## config.mk

```make
export PLATFORM = sky130hd
export DESIGN_NAME = rwc_mac
export DESIGN_NICKNAME = d
export VERILOG_FILES = /design/src/rwc_pkg.sv /design/src/rwc_mac.sv
export SDC_FILE = /design/constraint.sdc
export NUM_CORES = 1
export LEC_CHECK = 0
export BUFFER_PORTS_ARGS = -buffer_cell sky130_fd_sc_hd__buf_2
export CAP_MARGIN = 20
export CELL_PAD_IN_SITES_DETAIL_PLACEMENT = 1
export CELL_PAD_IN_SITES_GLOBAL_PLACEMENT = 2
export CORE_ASPECT_RATIO = 0.5
export CORE_MARGIN = 4
export CORE_UTILIZATION = 45
export DETAILED_ROUTE_END_ITERATION = 7
export GPL_ROUTABILITY_DRIVEN = 0
export PLACE_DENSITY = 0.89
export SYNTH_ARGS = -nofsm -noshare
export SYNTH_HDL_FRONTEND = slang
export SYNTH_SLANG_ARGS = --single-unit
```

## constraint.sdc

```tcl
create_clock -name clock -period 13.09 [get_ports clock]
set_clock_uncertainty 0.15 [all_clocks]
set_input_delay 0.6545 -clock clock [delete_from_list [all_inputs] [get_ports clock]]
set_output_delay 0.6545 -clock clock [all_outputs]
set_load 0.01 [all_outputs]
```

## src/rwc_pkg.sv

```systemverilog
// Shared types and fixed constants for the RGB window convolution block.
package rwc_pkg;

   localparam int NCOEF      = 49;   // coefficient grid, 7 by 7
   localparam int NCOEF_W    = 6;
   localparam int MAX_HEIGHT = 4096;
   localparam int ROW_W      = 13;   // holds MAX_HEIGHT
   localparam int PIX_W      = 24;
   localparam int COEF_W     = 16;
   localparam int PROD_W     = 25;
   localparam int ACC_W      = 40;

   // request kinds carried on req_tuser
   localparam logic [1:0] REQ_COEF  = 2'd0;
   localparam logic [1:0] REQ_PIXEL = 2'd1;
   localparam logic [1:0] REQ_FLUSH = 2'd2;

   // configuration register indexes
   localparam logic [1:0] CSR_WIDTH  = 2'd0;
   localparam logic [1:0] CSR_HEIGHT = 2'd1;
   localparam logic [1:0] CSR_RADIUS = 2'd2;

   typedef struct packed {
      logic clear;    // start of a new output sum
      logic vld;      // pixel and coefficient read data present
      logic tap_ok;   // tap lies inside image and grid, coefficient loaded
   } mac_ctrl_type;

endpackage

```

## src/rwc_mac.sv

```systemverilog
// Three-channel multiply-accumulate with clamp to 0..255.
module rwc_mac
   import rwc_pkg::*;
#(
   parameter int COEF_FRAC_BITS = 12
) (
   input  logic                     clock,
   input  logic                     reset,
   input  mac_ctrl_type             ctrl,
   input  logic [PIX_W-1:0]         pix,
   input  logic signed [COEF_W-1:0] coef,
   output logic [PIX_W-1:0]         rgb
);

   logic signed [PROD_W-1:0] prod_ff [3];
   logic                     pvld_ff;
   logic signed [ACC_W-1:0]  acc_ff [3];

   always_ff @(posedge clock) begin
      if (reset) begin
         pvld_ff <= 1'b0;
      end else begin
         pvld_ff <= ctrl.vld;
      end
      for (int c = 0; c < 3; c++) begin
         if (ctrl.vld) begin
            if (ctrl.tap_ok) begin
               prod_ff[c] <= PROD_W'(signed'({1'b0, pix[8*c +: 8]})) * PROD_W'(coef);
            end else begin
               prod_ff[c] <= '0;
            end
         end
         if (ctrl.clear) begin
            acc_ff[c] <= '0;
         end else if (pvld_ff) begin
            acc_ff[c] <= acc_ff[c] + ACC_W'(prod_ff[c]);
         end
      end
   end

   always_comb begin
      logic signed [ACC_W-1:0] sh;
      for (int c = 0; c < 3; c++) begin
         sh = acc_ff[c] >>> COEF_FRAC_BITS;
         if (acc_ff[c] < 0) begin
            rgb[8*c +: 8] = 8'd0;
         end else if (sh > ACC_W'(255)) begin
            rgb[8*c +: 8] = 8'd255;
         end else begin
            rgb[8*c +: 8] = sh[7:0];
         end
      end
   end

endmodule

```

Word level (Yosys, flattened, before mapping)
Memory sizes are Yosys's and may differ from the RTL's.
Index checks and enable logic that the tools add are counted.
{ "totals": {"register_bits": 1, "ram_bits": 195, "in_bits": 45, "out_inout_bits": 24, "wordCells": 44, "memories": 2} }
{ "mem_list": {"columns": ["memory", "words", "width", "rd", "rd_ports_with_merged_regs", "wr", "line", "text"], "rows": [
  ["acc_ff", 3, 40, 3, 0, 3, "rwc_mac.sv:17", "logic signed [ACC_W-1:0] acc_ff [3];"],
  ["prod_ff", 3, 25, 3, 0, 3, "rwc_mac.sv:15", "logic signed [PROD_W-1:0] prod_ff [3];"]
]} }
{ "classes": {"addsub": 3, "mul": 3, "n_lt_le_gt_ge": 6, "n_mux": 23, "n_bitwise": 6} }
{ "ops": {"columns": ["cell", "n"], "rows": [
  ["40-bit by 25-bit adder with 40-bit output", 3],
  ["40-bit by 1-bit less-than comparator with 1-bit output, second input constant", 3],
  ["40-bit two-way mux", 3],
  ["28-bit by 9-bit greater-than comparator with 1-bit output, second input constant", 3],
  ["9-bit by 16-bit multiplier with 25-bit output", 3],
  ["25-bit two-way mux", 3],
  ["8-bit two-way mux", 6],
  ["1-bit two-way mux", 11],
  ["1-bit OR", 6]
]} }

Logic depth before layout (Yosys ltp)
{ "depth": {"word_depth": 4, "mapped_depth": 21, "depth_no_buf": 20} }

Worst setup path after synthesis
OpenSTA, ideal clock, no wires.
{ "synth_timing": {"kind": "in2reg", "startpoint": "in pix[8]", "endpoint": "mem prod_ff[1][23], data pin", "arrival_ns": 5.042, "t_required_ns": 12.674, "setup_slack_ns": 7.632, "stages": 20, "n_path_buf": 1, "path_cell_list": "clkbuf_1 -> nand2_1 -> fa_1 -> inv_1 -> fa_1 -> fa_1 -> inv_1 -> fa_1 -> inv_1 -> ha_1 -> nand3_1 -> o2111ai_1 -> a311oi_1 -> o21ai_0 -> a21oi_1 -> nor2b_1 -> o21a_1 -> a311o_1 -> xnor2_1 -> nor2_1"} }
{ "synth_rtl": {"columns": ["item", "line", "text"], "rows": [
  ["start: declaration", "rwc_mac.sv:10", "input logic [PIX_W-1:0] pix,"],
  ["end: declaration", "rwc_mac.sv:15", null]
]} }

==> flow_metrics.env <==
export IMPL_outcome="finished clean"
export IMPL_synth_ff_type="edfxtp_1"
export IMPL_place_hpwl_microns=57900
export IMPL_rsz0062_at_grt="false"
export IMPL_yosysMostFrequentCell="inv_1"
export IMPL_crit_family="adder cells"
export IMPL_cp_num_buf_inv=4
export IMPL_maxSlewViolCount=0
export IMPL_synthAdderAreaFrac_pct=35.3
export IMPL_grtUsageMet1_pct=33.1
export IMPL_maxCapViolations=0
export IMPL_muxShareOfSynthArea_pct=0.111
export IMPL_drcViolationCount=0
export IMPL_hold_violations=0
export IMPL_die_width_microns=354
export IMPL_grt_pass1_vias=22400
export IMPL_wirelength_microns=72900
export IMPL_yosysUniqueCellTypes=81
export IMPL_detail_route_antenna_nets=0
export IMPL_port_buffers=68
export IMPL_synth_edf_count=170
export IMPL_leakagePower_nw=13.8
export IMPL_p_per_area_mw_per_mm2=213
export IMPL_clock_path_buffers=2
export IMPL_grt_pass1_wl_microns=120000
export IMPL_power_mw=6.08
export IMPL_ir_drop_mv=0.0998
export IMPL_criticalPathCategory="in -> reg"
export IMPL_synth_top_area_cell="fa_1"
export IMPL_slowest_delay_ps=560
export IMPL_drtIter0Drc=972
export IMPL_gr_usage_met2_pct=37.8
export IMPL_htree_levels=4
export IMPL_fp_dieArea_sq_mm=0.0641
export IMPL_worst_pin_slew_ps=1070
export IMPL_synth_nets=3634
export IMPL_clock_tree_root_cell="clkbuf_16"
export IMPL_postCtsSetupBuffers=0
export IMPL_nets=3616
export IMPL_yosys_register_bits=196
export IMPL_cp_common_cell="fa_1"
export IMPL_grt_max_degree=85
export IMPL_drive_above_1_share_pct=4.69
export IMPL_p_int_mw=2.92
export IMPL_numCtsBuffers=17
export IMPL_cts_tree="yes"
export IMPL_first_pass_iters=5
export IMPL_pre_cts_slack_ps=6610
export IMPL_syn2layout_area_growth_pct=5.77
export IMPL_pin_count=69
export IMPL_synth_top_family_by_area="adder cells"
export IMPL_yosysWarnings=0
export IMPL_p_switching_mw=3.16
export IMPL_synthXorXnorAreaFrac_pct=5.26
export IMPL_slew_headroom_pct=28.3
export IMPL_rows=63
export IMPL_worstPathArrival_ps=6080
export IMPL_crit_fanout=24
export IMPL_synth_common_cells="512 x inv_1, 309 x fa_1, 275 x nand2_1"
export IMPL_setup_violations=0
export IMPL_grt_overflow=0
export IMPL_start_util_pct=45.5
export IMPL_clock_sinks=196
export IMPL_crit_start="coef[10]"
export IMPL_synth_top_area_share_pct=22.9
export IMPL_clk_pin_slew_ps=90
export IMPL_min_period_over_period_pct=46.1
export IMPL_antenna_found_initial=5
export IMPL_whs_ps=193
export IMPL_synth_simple_area_share_pct=16.9
export IMPL_fp_dieH_microns=181
export IMPL_use_met3_pct=4.01
export IMPL_synth_cells=3013
export IMPL_grt_util_all_layers_pct=23.2
export IMPL_syn_area_sq_mm=0.0270
export IMPL_yosysSeqAreaShare_pct=20.9
export IMPL_fin_util_pct=48.1
export IMPL_gr_max_usage_layer="met2"
export IMPL_wire_per_inst_microns=19.1
export IMPL_synth_compound_area_share_pct=12.8
export IMPL_critical_path_slowest_cell="fa_1"
export IMPL_worstPathRequired_ps=13140
export IMPL_vias_per_cell=5.41
export IMPL_clk_latency_ps=470
export IMPL_cp_end_kind="flip-flop"
export IMPL_postCtsHoldBufs=0
export IMPL_hold_path_class="in -> reg"
export IMPL_final_setup_tns_ps=0
export IMPL_p_clk_share_pct=8.9
export IMPL_cts_resized_gates=0
export IMPL_postSynthAreaPerCell_sq_um=8.95
export IMPL_reg2reg_from="acc_ff[1][0]"
export IMPL_fmax_ghz=0.166
export IMPL_pwr_share_comb_pct=73.2
export IMPL_cp_cell_sequence="buf_2 > nand2_1 > fa_1 > inv_1 > fa_1 > fa_1 > inv_1 > fa_1 > inv_1 > ha_1 > nor3_1 > o2111ai_1 > a311oi_1 > o21ai_0 > a21oi_1 > nor2b_1 > o21a_1 > a311o_1 > xnor2_1 > nor2_1"
export IMPL_vias=20700
export IMPL_min_delay_start="reset"
export IMPL_fin_crit_ps=6030
export IMPL_synth_area_leaders="fa_1 23%, edfxtp_1 19%, ha_1 12%"
export IMPL_p_seq_share_pct=17.9
export IMPL_setup_ws_ps=7060
export IMPL_floorplan_core_area_sq_mm=0.0593
export IMPL_start_kind="primary input"
export IMPL_synthArstFlopShare_pct=0
export IMPL_switching_share_pct=52.0
## sequential cells by signal (all words and copies together) (netlist names)
name	flops
acc_ff	120
prod_ff	75
pvld_ff	1
## cells in the final DEF, fill, tap and decap left out, types with 36 or more instances in the layout
| cell | count |
|---|---|
| a21oi_1 | 184 |
| buf_2 | 68 |
| nor3_1 | 39 |
| nor2_1 | 199 |
| and2_1 | 221 |
| xnor2_1 | 97 |
| edfxtp_1 | 170 |
| nand3_1 | 36 |
| o21ai_0 | 73 |
| inv_1 | 512 |
| ha_1 | 267 |
| nand2_1 | 275 |
| fa_1 | 309 |
| a21o_1 | 97 |
| xor2_1 | 65 |
## logic make-up after synthesis
family          after synthesis
simple gates                924
buf+inv                     624
fa+ha+maj                   576
compound gates              528
flops                       196
xor+xnor                    162
mux                           3
## per-stage QoR
| step | instances | cell area, sq um |
|---|---|---|
| after floorplan | 3013 | 27000 |
| after detailed placement | 3786 | 27900 |
| after global placement | 3786 | 27900 |
| final | 3821 | 28500 |
| after global routing | 3821 | 28500 |
| after CTS | 3818 | 28500 |
## layout make-up
cell class	count	area, sq um
Tap cell	812	1020
Multi-Input combinational cell	2193	19000
Clock buffer	17	425
Sequential cell	196	5630
Antenna cell	1	2.50
Fill cell	7035	30800
Timing Repair Buffer	75	390
Inverter	512	1920
Clock inverter	15	145
## path summary, 6_finish.rpt
path / endpoint / slack [ps] / cells after the start
worst max register to register: acc_ff[1][38] / 8990 / 13
worst max-delay path: prod_ff[1][23] / 7060 / 20
worst min register to register: prod_ff[2][5] / 330 / 2
worst min-delay path: pvld_ff / 190 / 2
## metal layers
layer / vias to the layer above / part of all wire, %
li1: 9833 / -
met1: 10500 / 48
met2: 290 / 46
met3: 58 / 4.5
met4: 6 / 1.0
met5: - / 0.055
## power groups by stage
stage,sequential [mW],combinational [mW],clock [mW]
3_3_place_gp,1.09,4.26,0
4_1_cts,1.08,4.43,0.553
2_1_floorplan,0.992,3.20,0
6_report,1.09,4.45,0.541
5_1_grt,1.10,5.01,0.575
3_5_place_dp,1.09,4.39,0
No activity file was read; power rests on OpenSTA's default activity.
